`src/rtl/fcc_pkg.sv`:
```
// Shared types, constants and the byte-wide CRC-32 update for the frame checker.
// No dependencies; every other file imports this package.
package fcc_pkg;

    localparam int unsigned FRAME_OVERHEAD = 16;
    localparam int unsigned CFG_IDX_W      = 1;

    localparam logic [31:0] CRC_POLY = 32'hEDB8_8320;
    localparam logic [31:0] CRC_ONES = 32'hFFFF_FFFF;

    // Frame magic, first byte on the wire first
    localparam logic [7:0] MAGIC [4] = '{8'h47, 8'h44, 8'h46, 8'h31};

    // Byte positions of the header fields
    localparam logic [31:0] POS_MAGIC_END = 32'd4;
    localparam logic [31:0] POS_VER_LO    = 32'd4;
    localparam logic [31:0] POS_VER_HI    = 32'd5;
    localparam logic [31:0] POS_TYPE      = 32'd6;
    localparam logic [31:0] POS_FLAGS     = 32'd7;
    localparam logic [31:0] POS_LEN_END   = 32'd11;
    localparam logic [31:0] POS_PAYLOAD   = 32'd12;

    // Known message types
    localparam logic [7:0] TYPE_MIN   = 8'd1;
    localparam logic [7:0] TYPE_MAX   = 8'd9;
    localparam logic [7:0] TYPE_EXT_A = 8'd40;
    localparam logic [7:0] TYPE_EXT_B = 8'd41;

    localparam logic [15:0] VERSION_RST     = 16'd1;
    localparam logic [31:0] MAX_PAYLOAD_RST = 32'h0100_0000;

    typedef enum logic [CFG_IDX_W-1:0] {
        CFG_EXPECTED_VERSION = 1'd0,
        CFG_MAX_PAYLOAD      = 1'd1
    } t_cfg_idx;

    typedef enum logic [2:0] {
        ST_OK       = 3'd0,
        ST_SHORT    = 3'd1,
        ST_MAGIC    = 3'd2,
        ST_VERSION  = 3'd3,
        ST_TOO_LONG = 3'd4,
        ST_SIZE     = 3'd5,
        ST_CHECKSUM = 3'd6,
        ST_TYPE     = 3'd7
    } t_status;

    typedef struct packed {
        logic [15:0] expected_version;
        logic [31:0] max_payload;
    } t_cfg;

    typedef struct packed {
        logic [7:0] data_byte;
        logic       last;
    } t_in_item;

    typedef struct packed {
        logic        is_status;
        logic [7:0]  payload_byte;
        t_status     status;
        logic [7:0]  msg_type;
        logic [7:0]  frame_flags;
        logic [31:0] payload_length;
    } t_result;

    // Reflected CRC-32, one byte, LSB first
    function automatic logic [31:0] crc_byte(input logic [31:0] c, input logic [7:0] b);
        logic [31:0] x;
        x = c ^ {24'd0, b};
        for (int k = 0; k < 8; k++) begin
            x = x[0] ? (CRC_POLY ^ (x >> 1)) : (x >> 1);
        end
        return x;
    endfunction

    function automatic logic type_known(input logic [7:0] t);
        return ((t >= TYPE_MIN) && (t <= TYPE_MAX)) || (t == TYPE_EXT_A) || (t == TYPE_EXT_B);
    endfunction

endpackage

```
`src/rtl/fcc_ifs.sv`:
```
// Valid/ready channel interfaces of the frame checker: byte input, result output, config writes.
// Depends on fcc_pkg for the config index width.
interface fcc_in_if;
    logic       valid;
    logic       ready;
    logic [7:0] data_byte;
    logic       last;

    modport source (output valid, output data_byte, output last, input ready);
    modport sink   (input valid, input data_byte, input last, output ready);
endinterface


```
`src/rtl/fcc_in_stage.sv`:
```
// Input register: holds one accepted byte item until the frame engine takes it.
// Depends on fcc_pkg and fcc_in_if.
module fcc_in_stage import fcc_pkg::*; (
    input  logic     i_clk,
    input  logic     i_rst_n,
    fcc_in_if.sink   i_in,
    input  logic     i_take,
    output logic     o_vld,
    output t_in_item o_item
);
    logic     r_vld;
    t_in_item r_item;

    assign i_in.ready = !r_vld || i_take;
    assign o_vld      = r_vld;
    assign o_item     = r_item;

    always_ff @(posedge i_clk) begin
        if (!i_rst_n) begin
            r_vld <= 1'b0;
        end else if (i_in.ready) begin
            r_vld <= i_in.valid;
        end
    end

    always_ff @(posedge i_clk) begin
        if (i_in.valid && i_in.ready) begin
            r_item.data_byte <= i_in.data_byte;
            r_item.last      <= i_in.last;
        end
    end
endmodule

```
`src/flat_wrapper.sv`:
```
// flat-port wrapper written by rule: the top's interface ports become plain ports
module fcc_in_stage_flat import fcc_pkg::*;
  (i_clk, i_rst_n, i_take, o_vld, o_item, i_in_valid, i_in_data_byte, i_in_last, i_in_ready);
  fcc_in_if i_in_i ();
  input  logic i_clk;
  input  logic i_rst_n;
  input  logic i_take;
  output logic o_vld;
  output t_in_item o_item;
  input wire logic [$bits(i_in_i.valid)-1:0] i_in_valid;
  input wire logic [$bits(i_in_i.data_byte)-1:0] i_in_data_byte;
  input wire logic [$bits(i_in_i.last)-1:0] i_in_last;
  output wire logic [$bits(i_in_i.ready)-1:0] i_in_ready;
  assign i_in_i.valid = i_in_valid;
  assign i_in_i.data_byte = i_in_data_byte;
  assign i_in_i.last = i_in_last;
  assign i_in_ready = i_in_i.ready;
  fcc_in_stage u_core (.i_clk(i_clk), .i_rst_n(i_rst_n), .i_in(i_in_i), .i_take(i_take), .o_vld(o_vld), .o_item(o_item));
endmodule
```
`config.mk`:
```
export PLATFORM = sky130hd
export DESIGN_NAME = fcc_in_stage_flat
export DESIGN_NICKNAME = d
export VERILOG_FILES = /design/src/rtl/fcc_pkg.sv /design/src/rtl/fcc_ifs.sv /design/src/rtl/fcc_in_stage.sv /design/src/flat_wrapper.sv
export SDC_FILE = /design/constraint.sdc
export NUM_CORES = 1
export LEC_CHECK = 0
export ABC_AREA = 1
export BUFFER_PORTS_ARGS = -buffer_cell sky130_fd_sc_hd__buf_2
export CAP_MARGIN = 30
export CORE_AREA = 5 5 42 44
export CTS_BUF_LIST = sky130_fd_sc_hd__clkbuf_16
export DETAILED_ROUTE_END_ITERATION = 16
export DIE_AREA = 0 0 47 49
export SLEW_MARGIN = 0
export SYNTH_ARGS = -nofsm -noshare
export SYNTH_HDL_FRONTEND = slang
export SYNTH_SLANG_ARGS = --single-unit
```
`constraint.sdc`:
```
create_clock -name i_clk -period 1.6 [get_ports i_clk]
set_input_delay 0.08 -clock i_clk [delete_from_list [all_inputs] [get_ports i_clk]]
set_output_delay 0.08 -clock i_clk [all_outputs]
set_load 0.005 [all_outputs]
```
Word level (Yosys, flattened, before mapping)
Cells that the tools add are included.
- reductions and logical operators: 3
- operators by type and width (kind ; count):
    $logic_and 1x1->1 ; 1
    $logic_not 1->1 ; 1
    $logic_or 1x1->1 ; 1
- register bits after elaboration: 10
- input bits: 13
- output and inout bits: 11
- word-level logic and storage cells: 6

Longest topological paths before layout
- word-level depth: 3
- gate-level depth with buffers: 3
- gate-level depth less buffers: 3

Worst setup path before layout
Ideal clock, no wire load.
- path type: reg-to-reg
- start: register u_core.r_vld (netlist: u_core.o_vld)
- end: register u_core.r_item (netlist bit u_core.o_item[0]) (enable)
- library setup time: 378 ps
- arrival time: 845 ps
- required time: 1222 ps
- slack: 377 ps
- cell stages (with the launch flop): 2
- buffers on the path: 0
- period minus slack after synthesis: 1223 ps
- cells stage by stage: dfxtp_1 a21oi_1
- cells in the longest elaborated chain, start to end: 3
- RTL lines (item ; RTL line ; text):
    from (decl) ; fcc_in_stage.sv:11 ; logic r_vld;
    from (signal assigned) ; fcc_in_stage.sv:22 ; r_vld <= i_in.valid;
    $logic_not 1->1 ; fcc_in_stage.sv:14 ; assign i_in.ready = !r_vld || i_take;
    $logic_or 1x1->1 ; fcc_in_stage.sv:14 ;
    $logic_and 1x1->1 ; fcc_in_stage.sv:27 ; if (i_in.valid && i_in.ready) begin
    to (decl) ; fcc_in_stage.sv:12 ; t_in_item r_item;
Every way passes these cells.
A chain may end at the register's enable or synchronous reset.

Worst setup path in the final report
- start: register u_core.r_vld (netlist: u_core.o_vld)
- end: register u_core.r_item (netlist bit u_core.o_item[3]) (enable)
Same word-level chain as after synthesis.

==> impl_metrics.py <==
metrics = {
    "status": {
        "status": "finished clean",
    },
    "floorplanning": {
        "pin_count": 24,
        "die_height_um": 49,
        "core_area_sq_um": 1401,
        "die_w_um": 47,
        "start_util_pct": 22.95,
        "die_area_sq_um": 2303,
        "rows": 14,
    },
    "yosys": {
        "synthArstFlopShare_pct": 0,
        "synth.most_common_cell": "edfxtp_1",
        "syn-instance-count": 16,
        "synth.distinct_cells": 7,
        "syn_area_sq_um": 321.6,
        "avgSynthCellArea_sq_um": 20.10,
        "synth_seq_cells": 10,
        "synth_top_area_share_pct": 84.05,
        "yosysSeqAreaShare_pct": 90.27,
        "synth_common_cells": "edfxtp_1 (9), inv_1 (2)",
        "synth_edf_count": 9,
        "synth_top_cell_by_area": "edfxtp_1",
        "synth_warnings": 0,
        "synth_fp_nets": 29,
        "synth_area_leaders": "edfxtp_1 (84%), dfxtp_1 (6.2%), a21oi_2 (2.7%)",
        "ys.flop_type": "edfxtp_1",
    },
    "placement": {
        "gp_congestion": 0.6572,
        "numPortBuffers": 23,
        "place_inst": 56,
    },
    "timing": {
        "worstMarginPinSlew_ns": 0.1182,
        "clock.fmax_ghz": 1.068,
        "slew_headroom_pct": 92.12,
        "finalClockSkew_ns": 0.003359,
        "min_period_ns": 0.9361,
        "hold_viol": 0,
        "final-setup-viol-count": 0,
        "rsz0062_at_grt": "no",
        "worst_hold_slack_ns": 0.01720,
        "setup_tns_ns": 0,
        "maxSlewViolCount": 0,
        "fin_crit_sh_pct": 58.51,
    },
    "worst_setup_path": {
        "cp_max_fo": 9,
        "rr_startpoint": "u_core.o_vld$_SDFFE_PN0P_",
        "r2r_setup_slack_ns": 0.66,
        "endpoint_kind": "flip-flop",
        "arrival_ns": 0.87,
        "setup.worst_path.start": "u_core.o_vld$_SDFFE_PN0P_",
        "crit_type": "flip-flop to flip-flop",
        "reg2regPathDepth": 2,
        "r2r_end": "u_core.o_item[3]$_DFFE_PP_",
        "crit_required_ns": 1.54,
        "start_kind": "flip-flop",
    },
    "clock_tree": {
        "cts_hold_buf": 0,
        "cts_tree": "done",
        "root_buffer": "clkbuf_16",
        "clock-sinks": 10,
        "cts_post_setup_buffers_inserted": 0,
        "htreeDepth": 1,
        "cts.path.max_buffers": 2,
        "clkTransAtPathRegs_ns": 0.04,
        "insertion_delay_ns": 0.24,
        "ctsResizeCount": 0,
        "cts-buffers-inserted": 3,
    },
    "routing": {
        "wl_um": 690,
        "drt_first_pass_iters": 1,
        "vias_per_cell": 3.800,
        "drc": 0,
        "drtAntennaViolNets": 0,
        "vias": 228,
        "dr.first_iter.drc_count": 0,
        "wl_per_cell_um": 11.50,
    },
    "grt": {
        "grt_first_pass_wirelength_mm": 1.000,
        "grt_start_max_net_pins": 10,
        "first_global_vias": 235,
        "antenna_found_initial": 0,
        "overflow": 0,
        "grt_use_total_pct": 7.352,
    },
    "cells_and_area": {
        "area_delta_synth_final_pct": 68.87,
        "antenna_cells": 0,
        "final_cells": 60,
        "drive_gt1_share_pct": 68.18,
        "fin_nets": 58,
    },
    "worst_hold_path": {
        "hold_start": "i_in_data_byte[0]",
        "min_to": "u_core.o_item[1]$_DFFE_PP_",
        "whs_path_depth": 1,
        "min_path_type": "input port to flip-flop",
    },
    "power_and_ir_drop": {
        "cellPowerDensity_nw_per_um2": 1458,
        "p_leak_nw": 0.2489,
        "total_power_w": 0.0007915,
        "peakVddDrop_uv": 687.3,
    },
    "flow_run": {
        "maxCapViolCount": 0,
    },
}
[stage by stage]
step	area (sq um)	util, %	worst slack [ns]
after detailed placement	464.2	33.13	0.6633
after floorplan	321.6	-	0.3773
after CTS	543.0	38.75	0.6603
final	543.0	38.75	0.6639
after global placement	464.2	33.13	0.6738
after global routing	543.0	38.75	0.6144
[sequential cells by signal, summed over array words and instances (netlist names)]
name / flops
u_core.o_item: 9
u_core.o_vld: 1
[how the worst max path moves through the flow]
stage	endpoint	slack [ns]	cells after the start
4_1_cts	u_core.o_item[3]$_DFFE_PP_	0.66	2
3_3_place_gp	u_core.o_item[6]$_DFFE_PP_	0.67	2
5_1_grt	u_core.o_item[3]$_DFFE_PP_	0.61	2
3_5_place_dp	u_core.o_item[3]$_DFFE_PP_	0.66	2
2_1_floorplan	u_core.o_item[0]$_DFFE_PP_	0.38	1
6_report	u_core.o_item[3]$_DFFE_PP_	0.66	2
[cells by family after synthesis]
family                 Yosys count  share of synthesized area, %
AO/OA/AOI/OAI                    2                         4.279
buffers and inverters            3                         3.502
flip-flops                      10                         90.27
AND/OR/NAND/NOR                  1                         1.947
[where the power goes]
part / leakage (nW) / total [W] / internal (W) / switching (W)
Clock: 0.0385 / 0.000439 / 0.000327 / 0.000112
Sequential: 0.0954 / 0.000308 / 0.000304 / 0.00000389
Combinational: 0.115 / 0.0000448 / 0.0000245 / 0.0000203
Total: 0.249 / 0.000791 / 0.000655 / 0.000136
[layout by cell type (no fill, tap or decap), drive strengths merged]
cell type / count
a21oi: 2
buf: 24
clkbuf: 3
clkinv: 1
dfxtp: 1
edfxtp: 9
inv: 3
nand2: 1
[critical path: stages (launching register included)]
cell and delay [ns]:
dfxtp_1 0.31, a21oi_1 0.14, buf_4 0.19
[per-layer routing]
layer	vias to the layer above	global-route usage [%]	wire, um	part of all wire [%]
li1	112	-	-	-
met1	94	5.046	191	28
met2	18	9.050	296	43
met3	4	7.380	161	23
met4	0	9.677	40	5.8
met5	-	0	0	0
[area by class of cell]
cell class,count,area [sq um]
repair buffers,24,122.6
fillers,162,858.3
multi-input cells,3,20.02
clock buffers,3,75.07
inverters,3,11.26
clock inverters,1,3.754
flip-flops and latches,10,290.3
well taps,16,20.02
No activity file was read; power rests on OpenSTA's default activity.
