<file path="src/rtl/fcc_pkg.sv">
// Shared types, constants and the byte-wide CRC-32 update for the frame checker.
// No dependencies; every other file imports this package.
package fcc_pkg;

    localparam int unsigned FRAME_OVERHEAD = 16;
    localparam int unsigned CFG_IDX_W      = 1;

    localparam logic [31:0] CRC_POLY = 32'hEDB8_8320;
    localparam logic [31:0] CRC_ONES = 32'hFFFF_FFFF;

    // Frame magic, first byte on the wire first
    localparam logic [7:0] MAGIC [4] = '{8'h47, 8'h44, 8'h46, 8'h31};

    // Byte positions of the header fields
    localparam logic [31:0] POS_MAGIC_END = 32'd4;
    localparam logic [31:0] POS_VER_LO    = 32'd4;
    localparam logic [31:0] POS_VER_HI    = 32'd5;
    localparam logic [31:0] POS_TYPE      = 32'd6;
    localparam logic [31:0] POS_FLAGS     = 32'd7;
    localparam logic [31:0] POS_LEN_END   = 32'd11;
    localparam logic [31:0] POS_PAYLOAD   = 32'd12;

    // Known message types
    localparam logic [7:0] TYPE_MIN   = 8'd1;
    localparam logic [7:0] TYPE_MAX   = 8'd9;
    localparam logic [7:0] TYPE_EXT_A = 8'd40;
    localparam logic [7:0] TYPE_EXT_B = 8'd41;

    localparam logic [15:0] VERSION_RST     = 16'd1;
    localparam logic [31:0] MAX_PAYLOAD_RST = 32'h0100_0000;

    typedef enum logic [CFG_IDX_W-1:0] {
        CFG_EXPECTED_VERSION = 1'd0,
        CFG_MAX_PAYLOAD      = 1'd1
    } t_cfg_idx;

    typedef enum logic [2:0] {
        ST_OK       = 3'd0,
        ST_SHORT    = 3'd1,
        ST_MAGIC    = 3'd2,
        ST_VERSION  = 3'd3,
        ST_TOO_LONG = 3'd4,
        ST_SIZE     = 3'd5,
        ST_CHECKSUM = 3'd6,
        ST_TYPE     = 3'd7
    } t_status;

    typedef struct packed {
        logic [15:0] expected_version;
        logic [31:0] max_payload;
    } t_cfg;

    typedef struct packed {
        logic [7:0] data_byte;
        logic       last;
    } t_in_item;

    typedef struct packed {
        logic        is_status;
        logic [7:0]  payload_byte;
        t_status     status;
        logic [7:0]  msg_type;
        logic [7:0]  frame_flags;
        logic [31:0] payload_length;
    } t_result;

    // Reflected CRC-32, one byte, LSB first
    function automatic logic [31:0] crc_byte(input logic [31:0] c, input logic [7:0] b);
        logic [31:0] x;
        x = c ^ {24'd0, b};
        for (int k = 0; k < 8; k++) begin
            x = x[0] ? (CRC_POLY ^ (x >> 1)) : (x >> 1);
        end
        return x;
    endfunction

    function automatic logic type_known(input logic [7:0] t);
        return ((t >= TYPE_MIN) && (t <= TYPE_MAX)) || (t == TYPE_EXT_A) || (t == TYPE_EXT_B);
    endfunction

endpackage

</file>
<file path="src/rtl/fcc_ifs.sv">


interface fcc_out_if;
    logic        valid;
    logic        ready;
    logic        is_status;
    logic [7:0]  payload_byte;
    logic [2:0]  status;
    logic [7:0]  msg_type;
    logic [7:0]  frame_flags;
    logic [31:0] payload_length;

    modport source (output valid, output is_status, output payload_byte, output status,
                    output msg_type, output frame_flags, output payload_length, input ready);
    modport sink   (input valid, input is_status, input payload_byte, input status,
                    input msg_type, input frame_flags, input payload_length, output ready);
endinterface


</file>
<file path="src/rtl/fcc_out_buf.sv">
// Two-entry result buffer; decouples the output handshake from the engine.
// Depends on fcc_pkg and fcc_out_if.
module fcc_out_buf import fcc_pkg::*; (
    input  logic      i_clk,
    input  logic      i_rst_n,
    input  logic      i_push,
    input  t_result   i_res,
    output logic      o_full,
    fcc_out_if.source o_out
);
    t_result    r_mem [2];
    logic       r_wr_ptr, r_rd_ptr;
    logic [1:0] r_cnt, n_cnt;
    logic       pop;
    t_result    head;

    assign pop    = o_out.valid && o_out.ready;
    assign o_full = (r_cnt == 2'd2);
    assign head   = r_mem[r_rd_ptr];

    assign o_out.valid          = (r_cnt != 2'd0);
    assign o_out.is_status      = head.is_status;
    assign o_out.payload_byte   = head.payload_byte;
    assign o_out.status         = head.status;
    assign o_out.msg_type       = head.msg_type;
    assign o_out.frame_flags    = head.frame_flags;
    assign o_out.payload_length = head.payload_length;

    always_comb begin
        n_cnt = r_cnt;
        if (i_push && !pop) begin
            n_cnt = r_cnt + 2'd1;
        end else if (pop && !i_push) begin
            n_cnt = r_cnt - 2'd1;
        end
    end

    always_ff @(posedge i_clk) begin
        if (!i_rst_n) begin
            r_cnt    <= 2'd0;
            r_wr_ptr <= 1'b0;
            r_rd_ptr <= 1'b0;
        end else begin
            r_cnt <= n_cnt;
            if (i_push) begin
                r_wr_ptr <= !r_wr_ptr;
            end
            if (pop) begin
                r_rd_ptr <= !r_rd_ptr;
            end
        end
    end

    always_ff @(posedge i_clk) begin
        if (i_push) begin
            r_mem[r_wr_ptr] <= i_res;
        end
    end
endmodule

</file>
<file path="src/flat_wrapper.sv">
// flat-port wrapper written by rule: the top's interface ports become plain ports
module fcc_out_buf_flat import fcc_pkg::*;
  (i_clk, i_rst_n, i_push, i_res, o_full, o_out_valid, o_out_is_status, o_out_payload_byte, o_out_status, o_out_msg_type, o_out_frame_flags, o_out_payload_length, o_out_ready);
  fcc_out_if o_out_i ();
  input  logic i_clk;
  input  logic i_rst_n;
  input  logic i_push;
  input  t_result i_res;
  output logic o_full;
  output wire logic [$bits(o_out_i.valid)-1:0] o_out_valid;
  output wire logic [$bits(o_out_i.is_status)-1:0] o_out_is_status;
  output wire logic [$bits(o_out_i.payload_byte)-1:0] o_out_payload_byte;
  output wire logic [$bits(o_out_i.status)-1:0] o_out_status;
  output wire logic [$bits(o_out_i.msg_type)-1:0] o_out_msg_type;
  output wire logic [$bits(o_out_i.frame_flags)-1:0] o_out_frame_flags;
  output wire logic [$bits(o_out_i.payload_length)-1:0] o_out_payload_length;
  input wire logic [$bits(o_out_i.ready)-1:0] o_out_ready;
  assign o_out_valid = o_out_i.valid;
  assign o_out_is_status = o_out_i.is_status;
  assign o_out_payload_byte = o_out_i.payload_byte;
  assign o_out_status = o_out_i.status;
  assign o_out_msg_type = o_out_i.msg_type;
  assign o_out_frame_flags = o_out_i.frame_flags;
  assign o_out_payload_length = o_out_i.payload_length;
  assign o_out_i.ready = o_out_ready;
  fcc_out_buf u_core (.i_clk(i_clk), .i_rst_n(i_rst_n), .i_push(i_push), .i_res(i_res), .o_full(o_full), .o_out(o_out_i));
endmodule
</file>
<file path="config.mk">
export PLATFORM = sky130hd
export DESIGN_NAME = fcc_out_buf_flat
export DESIGN_NICKNAME = d
export VERILOG_FILES = /design/src/rtl/fcc_pkg.sv /design/src/rtl/fcc_ifs.sv /design/src/rtl/fcc_out_buf.sv /design/src/flat_wrapper.sv
export SDC_FILE = /design/constraint.sdc
export NUM_CORES = 1
export LEC_CHECK = 0
export BUFFER_PORTS_ARGS = -buffer_cell sky130_fd_sc_hd__clkbuf_2
export CELL_PAD_IN_SITES_DETAIL_PLACEMENT = 2
export CELL_PAD_IN_SITES_GLOBAL_PLACEMENT = 2
export CORE_MARGIN = 3
export CORE_UTILIZATION = 40
export CTS_CLUSTER_DIAMETER = 80
export DETAILED_ROUTE_END_ITERATION = 6
export PLACE_DENSITY = 0.88
export RECOVER_POWER = 50
export SLEW_MARGIN = 20
export SYNTH_ARGS = -nofsm -noshare
export SYNTH_HDL_FRONTEND = slang
export SYNTH_SLANG_ARGS = --single-unit
</file>
<file path="constraint.sdc">
create_clock -name i_clk -period 9 [get_ports i_clk]
set_clock_uncertainty 0.15 [all_clocks]
set_input_delay 1.8 -clock i_clk [delete_from_list [all_inputs] [get_ports i_clk]]
set_output_delay 1.8 -clock i_clk [all_outputs]
set_load 0.005 [all_outputs]
</file>
# Word level (Yosys, flattened, before mapping)
# Memories as Yosys holds them, arrays and structs flattened. A register that Yosys moved wholly into a read port is not among the register bits.
# Index checks and enable logic that the tools add are counted.
[word_totals]
inputBits = 64
word_cells = 22
reg_bits = 4
ram_bits = 120
out_inout_bits = 62
mem_count = 1
[memory_table]
columns = ["memory", "depth", "word_bits", "rd", "rd_clocked_by_memory_dff", "write_ports", "line_no", "rtl"]
rows = [
  ["u_core.r_mem", 2, 60, 1, 1, 1, "fcc_out_buf.sv:11", "t_result r_mem [2];"],
]
[op_classes]
n_eq_ne = 1
n_reduce_logical = 9
n_mux = 6
n_addsub = 2
[ops]
columns = ["cell", "count"]
rows = [
  ["logical NOT 1 bit", 4],
  ["two-way mux 1 bit", 4],
  ["two-way mux 2 bit", 2],
  ["nonzero test 2 bit", 2],
  ["logical AND 1 bit", 3],
  ["adder 2 x 1 -> 2 bit (second input constant)", 1],
  ["equality test 2 bit (second input constant)", 1],
  ["subtractor 2 x 1 -> 2 bit (second input constant)", 1],
]

# Depth between registers and ports, before layout
# Gate-level depths: netlist (run 1).
[depth]
depth_word = 5
ltp_mapped = 5
ltp_nobuf = 5

# Worst setup path before layout (run 1)
# OpenSTA, ideal clock, no wires.
[synth_path]
kind = "input to register"
start = "input i_push"
end = "memory u_core.r_mem[0][0] in the netlist's numbering, enable pin"
stages = 1
path_buffers = 0
setup_ns = 0.486
t_required_ns = 8.364
setup_slack_ns = 3.889
arrival_time_ns = 4.475
cell_sequence = "nor2b_1"
[synth_via]
elab_chain_cells = 2
[synth_lines]
columns = ["item", "line_no", "rtl"]
rows = [
  ["start, declared", "flat_wrapper.sv:7", "input logic i_push;"],
  ["two-way mux 1 bit", "fcc_out_buf.sv:55", "if (i_push) begin"],
  ["two-way mux 1 bit (implied by the code)", "fcc_out_buf.sv:56", "r_mem[r_wr_ptr] <= i_res;"],
  ["end, declared", "fcc_out_buf.sv:11", ""],
]
# No other way between the ends.

# Worst setup path after layout (run 1)
[layout_path]
start = "input i_push"
end = "memory u_core.r_mem[1][27] in the netlist's numbering, enable pin"
# Same word-level chain as after synthesis.

==> results of run 1 <==
metrics by stage:
stage	instance area, um^2	setup WS, ns	hold slack, ns
2_1_floorplan	4534	3.889	0.3235
3_3_place_gp	5333	5.210	0.3464
3_5_place_dp	5333	5.178	0.3739
4_1_cts	5939	4.678	0.4578
5_1_grt	5857	3.707	0.5086
6_report	5857	4.082	0.4592
cell families after synthesis:
kind of cell / share of synthesized area (%)
DFF: 81.68
muxes: 14.90
and+or+nand+nor: 1.242
buffers and inverters: 0.7725
AOI/OAI and AO/OA: 0.5518
xor gates and xnor gates: 0.5796
adders and majority gates: 0.2759
cells in the final DEF (no fill, tap or decap):
cell	n
sky130_fd_sc_hd__edfxtp_1	120
sky130_fd_sc_hd__clkbuf_2	68
sky130_fd_sc_hd__clkbuf_1	62
sky130_fd_sc_hd__mux2_2	60
sky130_fd_sc_hd__clkbuf_16	17
sky130_fd_sc_hd__clkinvlp_4	4
sky130_fd_sc_hd__bufinv_16	4
sky130_fd_sc_hd__dfxtp_1	4
sky130_fd_sc_hd__nor2b_1	3
sky130_fd_sc_hd__o21ai_0	2
sky130_fd_sc_hd__xnor2_1	2
sky130_fd_sc_hd__and2_0	2
sky130_fd_sc_hd__clkinv_1	2
sky130_fd_sc_hd__buf_4	2
sky130_fd_sc_hd__or2_2	1
sky130_fd_sc_hd__and2_2	1
sky130_fd_sc_hd__and2_1	1
sky130_fd_sc_hd__o21a_1	1
sky130_fd_sc_hd__xor2_1	1
sky130_fd_sc_hd__or3_1	1
sky130_fd_sc_hd__a21boi_0	1
sky130_fd_sc_hd__ha_1	1
sky130_fd_sc_hd__dfxtp_2	1
sky130_fd_sc_hd__inv_6	1
power by group through the flow:
stage	sequential, uW	clock, uW	combinational [uW]
global placement	723	0	282
finish	719	710	291
floorplan	701	0	188
CTS	720	728	304
global route	724	752	318
detailed placement	728	0	293
state kept, by name (all words and copies together), names as in the netlist, named ones only:
signal	count
u_core.r_mem	120
u_core.r_cnt	2
u_core.r_wr_ptr	1
u_core.r_rd_ptr	1
routing by layer:
layer	vias to the layer above	track usage (%)	part of all wire (%)
li1	1098	-	-
met1	1222	21.40	38
met2	87	35.00	56
met3	14	5.121	4.9
met4	0	6.731	1.2
met5	-	0	0
critical path: cells and delay by family:
kind / cells / cell delay [ns]
buffers and inverters: 2 / 2.67
and+or+nand+nor: 1 / 0.18
worst paths after layout:
| kind | start | endpoint | slack (ns) | cells past startpoint |
|---|---|---|---|---|
| hold / removal | u_core.r_rd_ptr | flop | 0.46 | 2 |
| setup / recovery | i_push | u_core.r_mem[1][27] | 4.08 | 3 |
| hold reg to reg | u_core.r_rd_ptr | flop | 0.46 | 2 |
| setup reg to reg | u_core.r_wr_ptr | u_core.r_mem[1][27] | 5.33 | 2 |
area by class of cell:
cell class | instances | area, um^2
Clock inverter | 11 | 166.4
Sequential cell | 125 | 3705
Timing Repair Buffer | 128 | 573.1
Clock buffer | 21 | 440.4
Fill cell | 1012 | 5079
Tap cell | 140 | 175.2
Multi-Input combinational cell | 77 | 797.0
==> flow_summary.toml, run 1 <==
[timing]
final_min_period_over_clock_period_pct = 54.64
fin_crit_ns = 4.918
final-setup-viol-count = 0
achievable-frequency_mhz = 203.3
timing_hold_violations_final = 0
drv_slew = 61
worst_pin_slew_ns = 3.564
slew-limit-headroom_pct = -137.6
setup_tns_ns = 0
rsz0062_at_grt = "false"

[place]
dpl.cell_count = 470
gp_congestion = 0.7002
numPortBuffers = 125
hpwl_after_detailed_placement_um = 6839

[worst_setup_path]
crit_type = "primary input to flop"
cp_slowest_cell = "sky130_fd_sc_hd__clkbuf_1"
crit_fanout = 60
crit_chain = "clkbuf_1 > and2_2 > clkbuf_1"
critPathMostFrequentCell = "sky130_fd_sc_hd__clkbuf_1"
crit_required_ns = 8.79
startpoint_type = "primary input"
cp-end-kind = "flop"
critPathMaxStageDelay_ns = 2.49
worst_ep_arrival_time_ns = 4.70

[synthesis]
yosys_warnings = 0
synth_top_cells_by_count = "sky130_fd_sc_hd__edfxtp_1 (120), sky130_fd_sc_hd__mux2_2 (60), sky130_fd_sc_hd__buf_2 (7)"
synth_enable_flop_cells = 120
synth_top_cell_by_area = "sky130_fd_sc_hd__edfxtp_1"
synth.top_cells.by_area = "sky130_fd_sc_hd__edfxtp_1 (79%), sky130_fd_sc_hd__mux2_2 (15%), sky130_fd_sc_hd__dfxtp_1 (2.2%)"
seq_area_frac_synth_pct = 81.68
postSynth.topFlopCell = "sky130_fd_sc_hd__edfxtp_1"
netlist_area_mm2 = 0.004534
async_flop_share_pct = 0
synth_nets = 274
distinct_cell_type_count_after_synthesis = 15
synthMostInstantiatedCell = "sky130_fd_sc_hd__edfxtp_1"
synth_top_area_share_pct = 79.47
synth_cells = 209
synth.ff_latch_count = 125
post_synth.cell_area_avg_um2 = 21.70

[floorplan]
core_region_area_mm2 = 0.01094
placement_rows = 38
top_level_ports = 126
design.die.area_mm2 = 0.01265
initial_core_util_pct = 41.46
die_h_um = 112.5
dieWidth_um = 112.5

[power_and_ir_drop]
worst_ir_drop_vdd_uv = 157.2
static_leakage_uw = 0.002074
switching_share_pct = 24.30
p_clk_share_pct = 41.3
pwr-share-comb_pct = 16.9
power_density_mw_per_mm2 = 293.6
internal_power_uw = 1302
power.total_uw = 1719
switchingPower_uw = 417.8
sequentialPowerShare_pct = 41.8

[global_routing]
grt_pass1_vias = 2843
antenna_found_initial = 0
grt_pass1_wl_um = 17540
groute.usage.overall_pct = 19.12
grt_remaining_overflow = 0
grt_max_degree = 61

[cells_and_area]
final_nets = 414
final_cells = 502
fin_util_pct = 53.56
antenna_cells_inserted = 0
area.growth.synth_to_final_pct = 29.17
layout_cell_share_with_drive_strength_beyond_1_pct = 43.92

[clocking]
cts_hold_buffers = 0
cts_inserted_buffers = 17
clk_path_buf_depth = 2
ctsRootBufferMaster = "sky130_fd_sc_hd__clkbuf_16"
tritoncts = "yes"
tritoncts_num_sinks = 125
cts_repair_resize_count = 0
cts.clk_slew.worst_paths_ns = 0.06
clock_insertion_delay_worst_skew_ns = 0.40
h-tree-depth = 4
cts.repair_timing.setup_buffer_count = 0

[outcome]
violations = "capacitance limit, slew limit"
outcome = "finished with violations"

[detailed_routing]
vias = 2421
totalWireLength_um = 11570
antenna_left = 0
wire_per_inst_um = 23.05
drc = 0
detail_route.iter0.violations = 85
first_pass_iters = 4
detail_route.vias_per_cell = 4.823

[job]
max_cap_violations = 1

[hold_path]
hp_class = "flop to flop"
Note: power is estimated with default switching activity, not from simulation.
==> inputs of run 2 (changes only) <==
--- a/config.mk
+++ b/config.mk
@@ -5,14 +5,15 @@
 export SDC_FILE = /design/constraint.sdc
 export NUM_CORES = 1
 export LEC_CHECK = 0
+export ABC_AREA = 1
 export BUFFER_PORTS_ARGS = -buffer_cell sky130_fd_sc_hd__clkbuf_2
 export CELL_PAD_IN_SITES_DETAIL_PLACEMENT = 2
 export CELL_PAD_IN_SITES_GLOBAL_PLACEMENT = 2
 export CORE_MARGIN = 3
-export CORE_UTILIZATION = 40
+export CORE_UTILIZATION = 35
 export CTS_CLUSTER_DIAMETER = 80
 export DETAILED_ROUTE_END_ITERATION = 6
-export PLACE_DENSITY = 0.88
+export PLACE_DENSITY = 0.81
 export RECOVER_POWER = 50
 export SLEW_MARGIN = 20
 export SYNTH_ARGS = -nofsm -noshare
==> constraint.sdc (replaced) <==
create_clock -name i_clk -period 4.5 [get_ports i_clk]
set_clock_uncertainty 0.15 [all_clocks]
set_input_delay 0.9 -clock i_clk [delete_from_list [all_inputs] [get_ports i_clk]]
set_output_delay 0.9 -clock i_clk [all_outputs]
set_load 0.005 [all_outputs]
==> run 2 against run 1 <==
  * Worst hold slack worse by 0.090 ns
  * First-iteration DRC count grew 3.5%
  * Sequential share of layout area is 2.7 points lower
  * Via count grew 1.0%
  * Clock power rose by 83%
  * Area after synthesis up 7.4%
  * Clock-buffer cell count down 3
  * Combinational power up 21%
  * Synthesized cell count up 6.7%
  * The run still ends with capacitance limit, slew limit left
  * Register-to-register slack worse by 3.9 ns
  * Setup slack worse by 3.0 ns
  * Highest routed layer unchanged
==> flow_summary.toml, run 2 <==
[floorplan]
die_h_um = 124.0
top_level_ports = 126
initial_core_util_pct = 36.35
dieWidth_um = 124.0
core_region_area_mm2 = 0.01340
design.die.area_mm2 = 0.01537
placement_rows = 42

[clocking]
cts.clk_slew.worst_paths_ns = 0.05
cts_hold_buffers = 0
tritoncts_num_sinks = 125
tritoncts = "yes"
clk_path_buf_depth = 2
clock_insertion_delay_worst_skew_ns = 0.40
ctsRootBufferMaster = "sky130_fd_sc_hd__clkbuf_16"
cts_repair_resize_count = 0
cts_inserted_buffers = 17
h-tree-depth = 4
cts.repair_timing.setup_buffer_count = 0

[detailed_routing]
drc = 0
detail_route.vias_per_cell = 4.447
detail_route.iter0.violations = 88
totalWireLength_um = 10100
wire_per_inst_um = 18.37
antenna_left = 0
first_pass_iters = 4
vias = 2446

[timing]
rsz0062_at_grt = "false"
fin_crit_ns = 3.405
timing_hold_violations_final = 0
final_min_period_over_clock_period_pct = 75.66
layout_setup_ws_ns = 1.095
setup_tns_ns = 0
achievable-frequency_mhz = 293.7
final-setup-viol-count = 0
drv_slew = 24
worst_hold_slack_ns = 0.3694
worst_pin_slew_ns = 1.962
slew-limit-headroom_pct = -31.30

[synthesis]
synth.ff_latch_count = 125
synth_top_cells_by_count = "sky130_fd_sc_hd__edfxtp_1 (120), sky130_fd_sc_hd__mux2_4 (60), sky130_fd_sc_hd__nand2_1 (9)"
netlist_area_mm2 = 0.004871
postSynth.topFlopCell = "sky130_fd_sc_hd__edfxtp_1"
synth_top_cell_by_area = "sky130_fd_sc_hd__edfxtp_1"
post_synth.cell_area_avg_um2 = 21.84
synth_top_area_share_pct = 73.98
synth_enable_flop_cells = 120
async_flop_share_pct = 0
seq_area_frac_synth_pct = 76.03
yosys_warnings = 0
synth_nets = 288
distinct_cell_type_count_after_synthesis = 14
synthMostInstantiatedCell = "sky130_fd_sc_hd__edfxtp_1"
synth.top_cells.by_area = "sky130_fd_sc_hd__edfxtp_1 (74%), sky130_fd_sc_hd__mux2_4 (18%), sky130_fd_sc_hd__buf_12 (2.5%)"
synth_cells = 223

[outcome]
outcome = "finished with violations"
violations = "capacitance limit, slew limit"

[worst_setup_path]
crit_required_ns = 4.38
crit_fanout = 38
crit_type = "primary input to flop"
worst_ep_arrival_time_ns = 3.29
cp-end-kind = "flop"
startpoint_type = "primary input"

[cells_and_area]
layout_cell_share_with_drive_strength_beyond_1_pct = 41.98
layout_commonest_cell = "sky130_fd_sc_hd__edfxtp_1"
multi_input_comb_area_mm2 = 0.001006
largest_registers = "u_core.r_mem: 120 flops, u_core.r_cnt: 2 flops"
fin_area_mm2 = 0.006120
final_nets = 428
area_taken_by_flip_flops_and_latches_mm2 = 0.003707
top_register = "u_core.r_mem"
largest_register_ff_count = 120
area.growth.synth_to_final_pct = 25.64
fillerInstances = 1307
commonest_cells_after_routing_fill_and_taps_aside = "sky130_fd_sc_hd__edfxtp_1 (120), sky130_fd_sc_hd__clkbuf_2 (69), sky130_fd_sc_hd__mux2_4 (60)"
antenna_cells_inserted = 0

[global_routing]
use_met1_pct = 15.64
grt_remaining_overflow = 0
groute.usage.overall_pct = 13.89
gr-usage-met3_pct = 4.450
gr-usage-met2_pct = 24.30
gr-max-usage-layer = "met2"
antenna_found_initial = 0
grt_pass1_wl_um = 15320
grt_max_degree = 39
grt_pass1_vias = 2800

[job]
max_cap_violations = 1

[power_and_ir_drop]
static_leakage_uw = 0.002348
worst_ir_drop_vdd_uv = 239.2
power_density_mw_per_mm2 = 496.5

[place]
hpwl_after_detailed_placement_um = 7089
gp_congestion = 0.6437
post-place-ws_ns = 1.672
placement.cell_area_mm2 = 0.005639
numPortBuffers = 125

[hold_path]
hp_class = "flop to flop"
## run 2: cell count changes in the layout (fill, tap and decap cells not counted), moves of 2 or more
cell and delta:
sky130_fd_sc_hd__mux2_2 -60, sky130_fd_sc_hd__mux2_4 +60, sky130_fd_sc_hd__nand2_1 +9, sky130_fd_sc_hd__inv_1 +8, sky130_fd_sc_hd__nor2_1 +8, sky130_fd_sc_hd__clkbuf_1 -5
sky130_fd_sc_hd__clkinv_2 +4, sky130_fd_sc_hd__clkinvlp_4 -4, sky130_fd_sc_hd__clkinv_1 +3, sky130_fd_sc_hd__nor2b_1 -3, sky130_fd_sc_hd__and2_0 -2, sky130_fd_sc_hd__xnor2_1 -2
## run 2: worst max-delay path, cell delays in order
cell and delay [ns]:
sky130_fd_sc_hd__clkbuf_1 0.16, sky130_fd_sc_hd__inv_1 0.07, sky130_fd_sc_hd__nor2_1 1.44, sky130_fd_sc_hd__buf_4 0.67
## run 2: final cells by class
cell class	instances	area share, %
Tap cell	176	3.598
Multi-Input combinational cell	83	16.44
Inverter	8	0.4907
Sequential cell	125	60.58
Clock buffer	18	7.013
Clock inverter	12	2.106
Timing Repair Buffer	128	9.773
## run 2: power by group
part           internal [uW]  total, uW  switching (uW)
Sequential              1350       1390            38.3
Clock                    849       1300             446
Combinational            195        353             158
Total                   2400       3040             642
## run 2: final timing paths
check                        from                  end  slack (ns)  depth (start not counted)
hold reg to reg   u_core.r_wr_ptr      u_core.r_wr_ptr        0.37                          2
setup reg to reg  u_core.r_wr_ptr  u_core.r_mem[0][39]        1.48                          2
hold / removal    u_core.r_wr_ptr      u_core.r_wr_ptr        0.37                          2
setup / recovery           i_push  u_core.r_mem[0][39]        1.10                          4
## run 2: cells by family after synthesis
logic type / count (synthesis) / share of synthesized area [%]
flip-flops: 125 / 76.03
adder cells (fa/ha/maj): 1 / 0.2568
AND/OR/NAND/NOR: 19 / 1.541
buffers and inverters: 15 / 3.314
AO/OA/AOI/OAI: 3 / 0.3595
multiplexers: 60 / 18.49
## run 2: per-stage QoR
step	utilization (%)	total power, uW	instances
3_5_place_dp	42.08	1784	520
6_report	45.67	3038	550
3_3_place_gp	41.88	1757	519
5_1_grt	45.67	3163	550
2_1_floorplan	-	1648	223
4_1_cts	46.25	3093	550
## run 2: routing by layer
| layer | wire length, um | vias to the layer above |
|---|---|---|
| li1 | - | 1133 |
| met1 | 3895 | 1214 |
| met2 | 5493 | 87 |
| met3 | 576 | 12 |
| met4 | 138 | 0 |
| met5 | 0 | - |
