<file path="config.mk">
export PLATFORM = sky130hd
export DESIGN_NAME = fcc_engine
export DESIGN_NICKNAME = d
export VERILOG_FILES = /design/src/rtl/fcc_pkg.sv /design/src/rtl/fcc_engine.sv
export SDC_FILE = /design/constraint.sdc
export NUM_CORES = 1
export LEC_CHECK = 0
export ABC_CLOCK_PERIOD_IN_PS = 11700
export BUFFER_PORTS_ARGS = -buffer_cell sky130_fd_sc_hd__buf_4
export CAP_MARGIN = 10
export CORE_ASPECT_RATIO = 0.8
export CORE_MARGIN = 8
export CORE_UTILIZATION = 30
export CTS_CLUSTER_DIAMETER = 40
export DETAILED_ROUTE_END_ITERATION = 7
export PLACE_DENSITY = 0.49
export SETUP_SLACK_MARGIN = 0.1
export SYNTH_ARGS = -nofsm -noshare
export SYNTH_HDL_FRONTEND = slang
export SYNTH_SLANG_ARGS = --single-unit
</file>
<file path="constraint.sdc">
create_clock -name i_clk -period 11.7 [get_ports i_clk]
set_input_delay 1.755 -clock i_clk [delete_from_list [all_inputs] [get_ports i_clk]]
set_output_delay 1.755 -clock i_clk [all_outputs]
set_load 0.02 [all_outputs]
</file>
<file path="src/rtl/fcc_pkg.sv">
// Shared types, constants and the byte-wide CRC-32 update for the frame checker.
// No dependencies; every other file imports this package.
package fcc_pkg;

    localparam int unsigned FRAME_OVERHEAD = 16;
    localparam int unsigned CFG_IDX_W      = 1;

    localparam logic [31:0] CRC_POLY = 32'hEDB8_8320;
    localparam logic [31:0] CRC_ONES = 32'hFFFF_FFFF;

    // Frame magic, first byte on the wire first
    localparam logic [7:0] MAGIC [4] = '{8'h47, 8'h44, 8'h46, 8'h31};

    // Byte positions of the header fields
    localparam logic [31:0] POS_MAGIC_END = 32'd4;
    localparam logic [31:0] POS_VER_LO    = 32'd4;
    localparam logic [31:0] POS_VER_HI    = 32'd5;
    localparam logic [31:0] POS_TYPE      = 32'd6;
    localparam logic [31:0] POS_FLAGS     = 32'd7;
    localparam logic [31:0] POS_LEN_END   = 32'd11;
    localparam logic [31:0] POS_PAYLOAD   = 32'd12;

    // Known message types
    localparam logic [7:0] TYPE_MIN   = 8'd1;
    localparam logic [7:0] TYPE_MAX   = 8'd9;
    localparam logic [7:0] TYPE_EXT_A = 8'd40;
    localparam logic [7:0] TYPE_EXT_B = 8'd41;

    localparam logic [15:0] VERSION_RST     = 16'd1;
    localparam logic [31:0] MAX_PAYLOAD_RST = 32'h0100_0000;

    typedef enum logic [CFG_IDX_W-1:0] {
        CFG_EXPECTED_VERSION = 1'd0,
        CFG_MAX_PAYLOAD      = 1'd1
    } t_cfg_idx;

    typedef enum logic [2:0] {
        ST_OK       = 3'd0,
        ST_SHORT    = 3'd1,
        ST_MAGIC    = 3'd2,
        ST_VERSION  = 3'd3,
        ST_TOO_LONG = 3'd4,
        ST_SIZE     = 3'd5,
        ST_CHECKSUM = 3'd6,
        ST_TYPE     = 3'd7
    } t_status;

    typedef struct packed {
        logic [15:0] expected_version;
        logic [31:0] max_payload;
    } t_cfg;

    typedef struct packed {
        logic [7:0] data_byte;
        logic       last;
    } t_in_item;

    typedef struct packed {
        logic        is_status;
        logic [7:0]  payload_byte;
        t_status     status;
        logic [7:0]  msg_type;
        logic [7:0]  frame_flags;
        logic [31:0] payload_length;
    } t_result;

    // Reflected CRC-32, one byte, LSB first
    function automatic logic [31:0] crc_byte(input logic [31:0] c, input logic [7:0] b);
        logic [31:0] x;
        x = c ^ {24'd0, b};
        for (int k = 0; k < 8; k++) begin
            x = x[0] ? (CRC_POLY ^ (x >> 1)) : (x >> 1);
        end
        return x;
    endfunction

    function automatic logic type_known(input logic [7:0] t);
        return ((t >= TYPE_MIN) && (t <= TYPE_MAX)) || (t == TYPE_EXT_A) || (t == TYPE_EXT_B);
    endfunction

endpackage

</file>
<file path="src/rtl/fcc_engine.sv">
// Frame engine: header capture, CRC update, tail byte line and end-of-frame checks.
// Depends on fcc_pkg.
module fcc_engine import fcc_pkg::*; (
    input  logic     i_clk,
    input  logic     i_rst_n,
    input  logic     i_adv,
    input  t_in_item i_item,
    input  t_cfg     i_cfg,
    output logic     o_push,
    output t_result  o_res
);
    logic [31:0] r_count, n_count;
    logic [31:0] r_crc, n_crc;
    logic [7:0]  r_tail [4];
    logic [7:0]  n_tail [4];
    logic        r_magic_ok, n_magic_ok;
    logic [15:0] r_ver, n_ver;
    logic [7:0]  r_type, n_type;
    logic [7:0]  r_flags, n_flags;
    logic [31:0] r_len, n_len;

    // Frame state after this byte, before any end-of-frame clear
    logic        upd_magic_ok;
    logic [15:0] upd_ver;
    logic [7:0]  upd_type;
    logic [7:0]  upd_flags;
    logic [31:0] upd_len;
    logic [31:0] upd_crc;
    logic        sat;
    logic        in_pay;
    logic [31:0] stored;
    t_status     st;

    always_comb begin
        upd_magic_ok = r_magic_ok;
        upd_ver      = r_ver;
        upd_type     = r_type;
        upd_flags    = r_flags;
        upd_len      = r_len;
        sat          = &r_count;

        if (r_count < POS_MAGIC_END) begin
            if (i_item.data_byte != MAGIC[r_count[1:0]]) begin
                upd_magic_ok = 1'b0;
            end
        end else if (r_count == POS_VER_LO) begin
            upd_ver[7:0] = i_item.data_byte;
        end else if (r_count == POS_VER_HI) begin
            upd_ver[15:8] = i_item.data_byte;
        end else if (r_count == POS_TYPE) begin
            upd_type = i_item.data_byte;
        end else if (r_count == POS_FLAGS) begin
            upd_flags = i_item.data_byte;
        end else if (r_count <= POS_LEN_END) begin
            upd_len[{r_count[1:0], 3'b000} +: 8] = i_item.data_byte;
        end

        // r_tail[0] is the byte four positions back
        upd_crc = (r_count >= POS_MAGIC_END) ? crc_byte(r_crc, r_tail[0]) : r_crc;

        // Once the count saturates the oldest slot is recycled for every new byte
        if (sat) begin
            n_tail[0] = i_item.data_byte;
            n_tail[1] = r_tail[1];
            n_tail[2] = r_tail[2];
            n_tail[3] = r_tail[3];
        end else begin
            n_tail[0] = r_tail[1];
            n_tail[1] = r_tail[2];
            n_tail[2] = r_tail[3];
            n_tail[3] = i_item.data_byte;
        end

        in_pay = (r_count >= POS_PAYLOAD) && ((r_count - POS_PAYLOAD) < r_len);
        stored = {i_item.data_byte, r_tail[3], r_tail[2], r_tail[1]};

        priority if (r_count < 32'(FRAME_OVERHEAD - 1)) begin
            st = ST_SHORT;
        end else if (!upd_magic_ok) begin
            st = ST_MAGIC;
        end else if (upd_ver != i_cfg.expected_version) begin
            st = ST_VERSION;
        end else if (upd_len > i_cfg.max_payload) begin
            st = ST_TOO_LONG;
        end else if (({1'b0, r_count} + 33'd1) != ({1'b0, upd_len} + 33'(FRAME_OVERHEAD))) begin
            st = ST_SIZE;
        end else if (stored != (upd_crc ^ CRC_ONES)) begin
            st = ST_CHECKSUM;
        end else if (!type_known(upd_type)) begin
            st = ST_TYPE;
        end else begin
            st = ST_OK;
        end

        if (i_item.last) begin
            n_count    = 32'd0;
            n_crc      = CRC_ONES;
            n_magic_ok = 1'b1;
            n_ver      = 16'd0;
            n_type     = 8'd0;
            n_flags    = 8'd0;
            n_len      = 32'd0;
        end else begin
            n_count    = sat ? r_count : r_count + 32'd1;
            n_crc      = upd_crc;
            n_magic_ok = upd_magic_ok;
            n_ver      = upd_ver;
            n_type     = upd_type;
            n_flags    = upd_flags;
            n_len      = upd_len;
        end
    end

    always_comb begin
        o_push = i_adv && (i_item.last || in_pay);
        if (i_item.last) begin
            o_res.is_status      = 1'b1;
            o_res.payload_byte   = 8'd0;
            o_res.status         = st;
            o_res.msg_type       = upd_type;
            o_res.frame_flags    = upd_flags;
            o_res.payload_length = upd_len;
        end else begin
            o_res.is_status      = 1'b0;
            o_res.payload_byte   = i_item.data_byte;
            o_res.status         = ST_OK;
            o_res.msg_type       = 8'd0;
            o_res.frame_flags    = 8'd0;
            o_res.payload_length = 32'd0;
        end
    end

    always_ff @(posedge i_clk) begin
        if (!i_rst_n) begin
            r_count    <= 32'd0;
            r_crc      <= CRC_ONES;
            r_magic_ok <= 1'b1;
            r_ver      <= 16'd0;
            r_type     <= 8'd0;
            r_flags    <= 8'd0;
            r_len      <= 32'd0;
        end else if (i_adv) begin
            r_count    <= n_count;
            r_crc      <= n_crc;
            r_magic_ok <= n_magic_ok;
            r_ver      <= n_ver;
            r_type     <= n_type;
            r_flags    <= n_flags;
            r_len      <= n_len;
        end
    end

    always_ff @(posedge i_clk) begin
        if (i_adv) begin
            r_tail <= n_tail;
        end
    end
endmodule

</file>
; ---- Word-level counts from Yosys, hierarchy flattened
; Cells that the tools add are included.
; W data, S select, Z words.
[totals]
register_bits = 161
in_bits = 60
out_inout_bits = 61
wordCells = 111
[classes]
n_addsub = 5
n_lt_le_gt_ge = 10
eq_ne = 11
n_shift = 2
n_mux = 51
n_bitwise = 12
n_reduce_logical = 9
[ops]
columns = operator, count
row1 = $mux W32, 20
row2 = $eq A32 B3 Y1 const B, 4
row3 = $mux W8, 16
row4 = $not A13 Y14, 8
row5 = $mux W60, 1
row6 = $add A32 B1 Y33 const B, 1
row7 = $add A32 B5 Y33 const B, 1
row8 = $ne A33 B33 Y1, 1
row9 = $add A32 B1 Y32 const B, 1
row10 = $bwmux W32, 1
row11 = $ge A32 B3 Y1 const B, 1
row12 = $ge A32 B4 Y1 const B, 1
row13 = $gt A32 B32 Y1, 1
row14 = $le A32 B4 Y1 const B, 1
row15 = $lt A32 B3 Y1 const B, 1
row16 = $lt A32 B32 Y1, 1
row17 = $lt A32 B4 Y1 const B, 1
row18 = $mux W16, 2
row19 = $ne A32 B32 Y1, 1
row20 = $not A32 Y32, 1
row21 = $reduce_and A32 Y1, 1
row22 = $shift A8 B7 Y32 const A, 1
row23 = $shiftx A8 B7 Y32, 1
row24 = $sub A32 B4 Y32 const B, 1
row25 = other kinds (17), 31

; ---- Longest topological paths before layout
; Gate-level depths: netlist (run 1).
[logic_depth]
word_depth = 27
depth_mapped = 25

; ---- Least setup slack after synthesis (run 1)
; Ideal clock, no wire load.
[synth_timing]
kind = reg-to-output
startpoint = register r_count[0]
endpoint = output port o_res[49] in the netlist's numbering
t_arrival_ns = 5.497
slack_ns = 4.448
stages_incl_launch_ff = 25
path_cell_list = dfxtp_1 clkbuf_1 inv_1 ha_1 or4_1 a221o_1 nor4_4 buf_6 buf_6 a21oi_1 a31oi_1 inv_1 ha_1 a21o_1 a21o_1 a21o_1 a21o_1 a21o_1 a21o_1 a21oi_1 o21ai_0 and2_0 a31o_2 o311a_1 nor2_1
[synth_lines]
columns = item, line_no
row1 = "start, declared", fcc_engine.sv:12  ; logic [31:0] r_count, n_count;
row2 = "start signal, assigned", fcc_engine.sv:143  ; r_count <= n_count;
row3 = "end, declared", fcc_engine.sv:10  ; output t_result o_res

==> impl_results.md, run 1 <==
* Status: finished, final reports clean
* Most common library cells after synthesis: nor2_1, nand2_1, dfxtp_1
* Worst skew pair latency at 0.47 ns
* 1st-iter DRT viols at 1695
* Main synth FF type: dfxtp_1
* Worst Setup Start Kind: flip-flop
* Area leader, netlist: dfxtp_1
* Skew final at 0.0151 ns
* Final ANT Viol Nets at 0
* Fmax at 116 MHz
* Peak VDD IR at 0.0912 mV
* Ant. Diodes at 0
* Pre-Repair DR Iteration Count at 6
* Minimum clock period at 8.64 ns
* Core area at 46600 sq um
* Vias at 14100
* Worst slew pin tran at 1.15 ns
* WL/cell at 23.2 um
* Worst rel slew slack at 22.8%
* Area contributors post-synth: dfxtp_1, xnor2_1, edfxtp_1, ha_1, nor2_1
* Pwr dens at 86.2 nW/um^2
* CTS tree: built
* Hold Buf Count CTS at 0
* Max-Cap Viols at 0
* Total Routed Length at 57800 um
* CP required at 9.95 ns
* Layout cells sized above 1 at 11.7%
* Post-synth EDFFs at 32
* TritonCTS Sinks at 161
* Synthesis-to-finish area growth at 13.8%
* Die X-Extent at 258 um
* Fin. Hold Viols at 0
* Asr flop ratio synth at 0%
* Initial antenna violation count at 1
* Sequential share of the synthesized area at 25.2%
* Synthesized area at 14100 sq um
* DP HPWL at 42900 um
* I/O pin cnt at 121
* Worst-case clock buffer depth at 2
* Fin crit share at 73.8%
* DRC errors left at 0
* Syn nets at 1961
* Most frequent cell after synthesis: nor2_1
* Static Leak at 0.00657 uW
* Synth unique cells at 91
* Placed Cells at 2465
* GP Congestion at 0.938
* Largest fanout on the critical path at 30
* Inserted Clock Buffers at 17
* Fin Setup TNS at 0 ns
* RSZ-0062 raised after global routing: no
* Finish-stage setup viols at 0
* Clk pin slew, worst setup/hold paths at 0.08 ns
* # H-tree levels at 4
* GR Util All Layers at 20.7%
* Row count at 71
* Initial Utilization at 30.2%
* Worst Hold Class: flip-flop to flip-flop
* CTS resizes at 0
* Final Max Tran Viols at 0
* Gate Count Post-Synth at 1827
* Cell Count, Final, Fillers Out at 2497
* Share of the synthesized area in the top cell type at 18.3%
* Layout net count at 1998
* Die area at 54200 sq um
* Crit Path Category: flip-flop to output port
* First-pass GRT wire length at 85600 um
* Root Driver: clkbuf_16
* Number of I/O port buffers at 120
* Die extent in y at 210 um
* GRT Residual Overflow at 0
* Post-CTS setup buffers at 0
* Vias in the first global route at 13000
* Largest net degree at the start of global routing at 93
* Post-DR vias/cell at 5.66
* Worst setup EP type: output port
* Crit path DAT at 6.88 ns
* Mean Syn Cell Area at 7.71 sq um
* Post-synthesis register bit count at 161
* YS warnings at 0
[power breakdown]
| part | leakage, uW | switching, uW | internal, uW |
|---|---|---|---|
| clock | 0.000290 | 289 | 304 |
| combinational | 0.00493 | 129 | 75.8 |
| sequential | 0.00135 | 9.27 | 575 |
| total | 0.00657 | 428 | 955 |
[kinds of logic (layout without fill, tap and decap cells)]
logic type / Yosys count / in the layout / synth area share, %
compound gates: 391 / 391 / 18.5
xor+xnor: 193 / 193 / 13.7
fa+ha+maj: 74 / 74 / 6.57
buf+inv: 236 / 286 / 6.63
flops: 161 / 161 / 25.2
mux: 52 / 52 / 3.73
simple gates: 720 / 720 / 25.6
[state kept, by name, summed over array words and instances (netlist names)]
register    cells
r_count        32
r_crc          32
r_len          32
r_tail         32
r_ver          16
r_flags         8
r_type          8
r_magic_ok      1
[layer usage]
metal,up-vias,global-route usage (%),wire (um)
li1,6592,-,-
met1,6792,31.0,28100
met2,671,28.6,22800
met3,69,5.62,5740
met4,0,4.98,1150
met5,-,0,0
[area by class of cell]
cell class / instances / area [sq um]
Clock buffer: 17 / 425
Clock inverter: 15 / 165
Timing Repair Buffer: 144 / 1080
Inverter: 110 / 413
Fill cell: 4938 / 30600
Tap cell: 620 / 776
Sequential cell: 161 / 3540
Multi-Input combinational cell: 1430 / 9630
[final timing paths]
check	cells past startpoint	end	slack (ns)	start
worst min register to register	0	r_tail[20]$_DFFE_PP_	0.49	r_tail[12]$_DFFE_PP_
worst max-delay path	24	o_res[49]	3.06	r_count[0]$_SDFFE_PN0P_
worst min-delay path	0	r_tail[20]$_DFFE_PP_	0.49	r_tail[12]$_DFFE_PP_
worst max register to register	12	r_len[19]$_SDFFE_PN0P_	7.45	r_count[0]$_SDFFE_PN0P_
[layout by cell type (no fill, tap or decap), types with 17 or more instances in the layout]
cell	n
nor3_1	66
o211ai_1	21
a21oi_1	107
a22oi_1	36
nand2b_1	18
a21o_1	34
and2_1	20
xor2_1	60
nor2_1	225
dfxtp_1	129
ha_1	74
inv_1	105
clkbuf_16	17
nand3_1	74
a32oi_1	23
xnor2_1	115
o21ai_0	60
nand4_1	48
edfxtp_1	32
nand2_1	132
buf_4	144
mux2i_1	48
nor4_1	24
[metrics by stage]
step / setup WS [ns] / total power, uW / hold slack [ns] / util (%) / instance area (sq um)
floorplan: 4.45 / 721 / 0.449 / - / 14100
global placement: 3.78 / 799 / 0.460 / 33.1 / 15400
detailed placement: 3.65 / 799 / 0.467 / 33.1 / 15400
CTS: 3.12 / 1390 / 0.486 / 34.4 / 16000
global route: 2.65 / 1430 / 0.494 / 34.4 / 16000
finish: 3.06 / 1380 / 0.489 / 34.4 / 16000
[critical path, cell delays in order (launching register included)]
cell and delay (ns):
dfxtp_1 0.63, inv_1 0.26, ha_1 0.26, buf_4 0.22, or4_1 0.51, a221oi_1 0.32
nand4_1 0.13, buf_4 0.28, nor2_1 0.68, a31oi_1 0.27, inv_1 0.14, ha_1 0.25
a21o_1 0.19, a21o_1 0.17, a21o_1 0.17, a21o_1 0.16, a21o_1 0.17, a21o_1 0.16
a21oi_1 0.13, o21ai_0 0.16, and2_0 0.22, a31o_2 0.24, o311a_1 0.35, nor2_1 0.15
buf_4 0.17
Power figures use the tool's default switching activity.
==> run 2, diff against run 1 <==
- ABC_AREA: not set -> 1
- ABC_CLOCK_PERIOD_IN_PS: 11700 -> 7350
- PLACE_DENSITY: 0.49 -> 0.5
- clock period: 11.7 -> 7.35 ns (I/O delays scaled with it)
==> impl_results.md, run 2 <==
* Sw frac at 29.7% (-1.2 points)
* WL/cell at 20.8 um (-10%)
* R2r startpoint: r_count[2]$_SDFFE_PN0P_
* Max stage delay on crit path at 0.85 ns (+0.17 ns)
* Layout cells sized above 1 at 11.8% (+0.084 points)
* Number of I/O port buffers at 120 (unchanged)
* Post-DR vias/cell at 5.14 (-9.2%)
* Pwr dens at 140 nW/um^2 (+63%)
* Pre-Repair DR Iteration Count at 6 (unchanged)
* Peak VDD IR at 0.166 mV (+82%)
* Syn nets at 2371 (+21%)
* Finish-stage setup viols at 0 (unchanged)
* TritonCTS Sinks at 161 (unchanged)
* Cell Count, Final, Fillers Out at 2950 (+18%)
* 1st-iter DRT viols at 1555 (-8.3%)
* Area leader, netlist: dfxtp_1
* Crit path DAT at 5.82 ns (-1.06 ns)
* Mux share of post-synthesis cell area at 0.276% (-3.5 points)
* RSZ-0062 raised after global routing: no
* Inserted Clock Buffers at 17 (unchanged)
* Die area at 55600 sq um (+2.7%)
* Static Leak at 0.00713 uW (+8.5%)
* Fin Setup TNS at 0 ns (unchanged)
* Delay-heaviest family, CP: simple AND/OR/NAND/NOR gates
* Worst Setup Start Kind: flip-flop
* Synth Area in Simple Gates at 35.2% (+9.6 points)
* I/O pin cnt at 121 (unchanged)
* Multi-input logic area at 9510 sq um (-1.2%)
* Worst path slowest cell: nor2_1
* Worst slew pin tran at 1.26 ns (+0.112 ns)
* Mean Syn Cell Area at 6.48 sq um (-16%)
* CTS tree: built
* Register area at 3540 sq um (unchanged)
* Largest fanout on the critical path at 12 (-60%)
* Initial antenna violation count at 0 (-1)
* Worst skew pair latency at 0.47 ns (about the same)
* GRT Residual Overflow at 0 (unchanged)
* DRC errors left at 0 (unchanged)
* Final Cell Area at 16600 sq um (+3.4%)
* Most common library cells after synthesis: nand2_1, inv_1, nor2_1
* Placed Cells at 2918 (+18%)
* Int Power at 1630 uW (+71%)
* Hold Buf Count CTS at 0 (unchanged)
* Synthesis-to-finish area growth at 14.4%
* FILL cells at 5268 (+6.7%)
* CP required at 6.25 ns (-3.70 ns)
* Worst rel slew slack at 15.0% (-7.8 points)
* Gate Count Post-Synth at 2237 (+22%)
* # H-tree levels at 4 (unchanged)
* Flop pwr share at 40.5% (-1.7 points)
* Synth unique cells at 64 (-30%)
* Max-Cap Viols at 0 (unchanged)
* Area contributors post-synth: dfxtp_1, nand2_1, xor2_1, inv_1, edfxtp_1
* Largest net degree at the start of global routing at 63 (-32%)
* Post-synthesis register bit count at 161 (unchanged)
* Synthesized area at 14500 sq um (+2.9%)
* Skew final at 0.0130 ns (-0.00213 ns)
* Worst-case clock buffer depth at 2 (unchanged)
* Area after DPL at 15900 sq um (+3.2%)
* Clk pin slew, worst setup/hold paths at 0.07 ns (about the same)
* Die extent in y at 213 um (+1.3%)
* YS warnings at 0 (unchanged)
* Fin. Hold Viols at 0 (unchanged)
* Fin crit share at 94.2%
* DP HPWL at 49100 um (+14%)
* Largest family of logic cells by synthesized area: simple AND/OR/NAND/NOR gates
* Most frequent cells in the layout: nand2_1, inv_1, nor2_1, a21oi_1, buf_4
* Crit Path Category: flip-flop to output port
* Post-synthesis compound-gate area fraction at 12.4% (-6.1 points)
* Most common cell after layout, fill and taps aside: nand2_1
* Final Max Tran Viols at 0 (unchanged)
* GR Util All Layers at 21.8% (+1.1 points)
* Total Routed Length at 61400 um (+6.2%)
* Layout net count at 2442 (+22%)
* Status: finished, final reports clean
* Initial Utilization at 30.2% (about the same)
* Post-Synth XOR/XNOR Area at 11.2% (-2.5 points)
* Post-CTS setup buffers at 0 (unchanged)
* Main synth FF type: dfxtp_1
* Final ANT Viol Nets at 0 (unchanged)
* Share of the synthesized area in the top cell type at 17.8% (-0.52 points)
* Worst setup EP type: output port
* Worst Hold Class: flip-flop to flip-flop
* Row count at 72 (+1.4%)
* Root Driver: clkbuf_16
* Adder-cell area share of the yosys netlist at 6.39% (-0.19 points)
* Worst Setup SP: r_count[2]$_SDFFE_PN0P_
* Core area at 48000 sq um (+3.0%)
* Comb pwr share at 16.5% (+1.7 points)
* Clock group share of total power at 43.0% (about the same)
* Most frequent cell after synthesis: nand2_1
* Post-synth EDFFs at 32 (unchanged)
* First-pass GRT wire length at 90700 um (+5.9%)
* Fmax at 144 MHz
* GP Congestion at 1.02 (+8.6%)
* Hold path startpoint: r_tail[13]$_DFFE_PP_
* Minimum clock period at 6.93 ns
* Ant. Diodes at 0 (unchanged)
* Switching power at 691 uW (+62%)
* Sequential share of the synthesized area at 24.5% (-0.71 points)
* Vias in the first global route at 14100 (+8.2%)
* Asr flop ratio synth at 0% (unchanged)
* Vias at 15200 (+7.3%)
* CP bufs+invs at 4 (-1)
* Worst path cell trace: inv_1 > ha_1 > inv_1 > nor2_4 > inv_1 > a21oi_1 > nor2_1 > nand3_1 > nand2_1 > ha_1 > nand3_4 > nor2_2 > nand2_1 > nor2_1 > nand3_1 > nand2_1 > nand3_1 > nor2_1 > nand3_1 > nor2_1 > nand4_1 > a31oi_1 > buf_4
* Reg2Reg Setup Slack at 2.86 ns (-4.59 ns)
* Die X-Extent at 262 um (+1.3%)
## run 2: cell families (layout without fill, tap and decap cells)
logic type      after synthesis  in the layout
mux                           4              4
fa+ha+maj                    74             74
flops                       161            161
simple gates               1122           1122
compound gates              331            331
xor+xnor                    181            181
buf+inv                     364            448
## run 2: routing by layer
metal / global-route usage [%] / up-vias / wire [um]
li1: - / 7393 / -
met1: 33.0 / 7073 / 31100
met2: 29.4 / 619 / 23700
met3: 5.04 / 74 / 5110
met4: 7.07 / 0 / 1500
met5: 0 / - / 0
## run 2: worst register-to-register path: stages (launching register included)
cell	delay, ns
dfxtp_1	0.46
ha_1	0.44
nand3_1	0.23
nor2_1	0.33
nand2_1	0.19
nor2_1	0.24
nand2_1	0.14
nor2_1	0.25
nand3_1	0.22
nor4_1	0.30
buf_4	0.21
nor2_2	0.04
buf_4	0.26
nor2_4	0.74
a22oi_1	0.26
nor2_1	0.12
## run 2: timing repair
item	4_1_cts	5_1_grt
hold endpoints to repair	0	0
resized for setup	0	1
endpoints found under the setup margin	0	1
## run 2: worst paths after layout
path	endpoint	depth (start not counted)
worst min register to register	r_tail[21]$_DFFE_PP_	0
worst min-delay path	r_tail[21]$_DFFE_PP_	0
worst max register to register	r_count[31]$_SDFFE_PN0P_	15
worst max-delay path	o_res[49]	23
## run 2: power groups by stage
stage | Combinational (uW) | Sequential [uW] | Clock, uW
finish | 384 | 942 | 998
global route | 416 | 945 | 1050
CTS | 380 | 942 | 1020
detailed placement | 377 | 962 | 0
global placement | 379 | 961 | 0
floorplan | 251 | 957 | 0
## run 2: through the flow
stage | hold slack (ns) | worst slack [ns] | power [uW] | utilization, %
floorplan | 0.426 | 2.79 | 1210 | -
global placement | 0.435 | 1.03 | 1340 | 33.2
detailed placement | 0.449 | 0.986 | 1340 | 33.2
CTS | 0.463 | 0.450 | 2340 | 34.5
global route | 0.479 | 0.110 | 2410 | 34.5
finish | 0.464 | 0.423 | 2320 | 34.5
## run 2: area by class of cell
class	count	share of cell area (%)
multi-input combinational	1712	57.4
sequential	161	21.4
timing repair buffer	139	6.37
inverter	277	6.30
tap	629	4.75
clock buffer	21	2.91
clock inverter	11	0.906
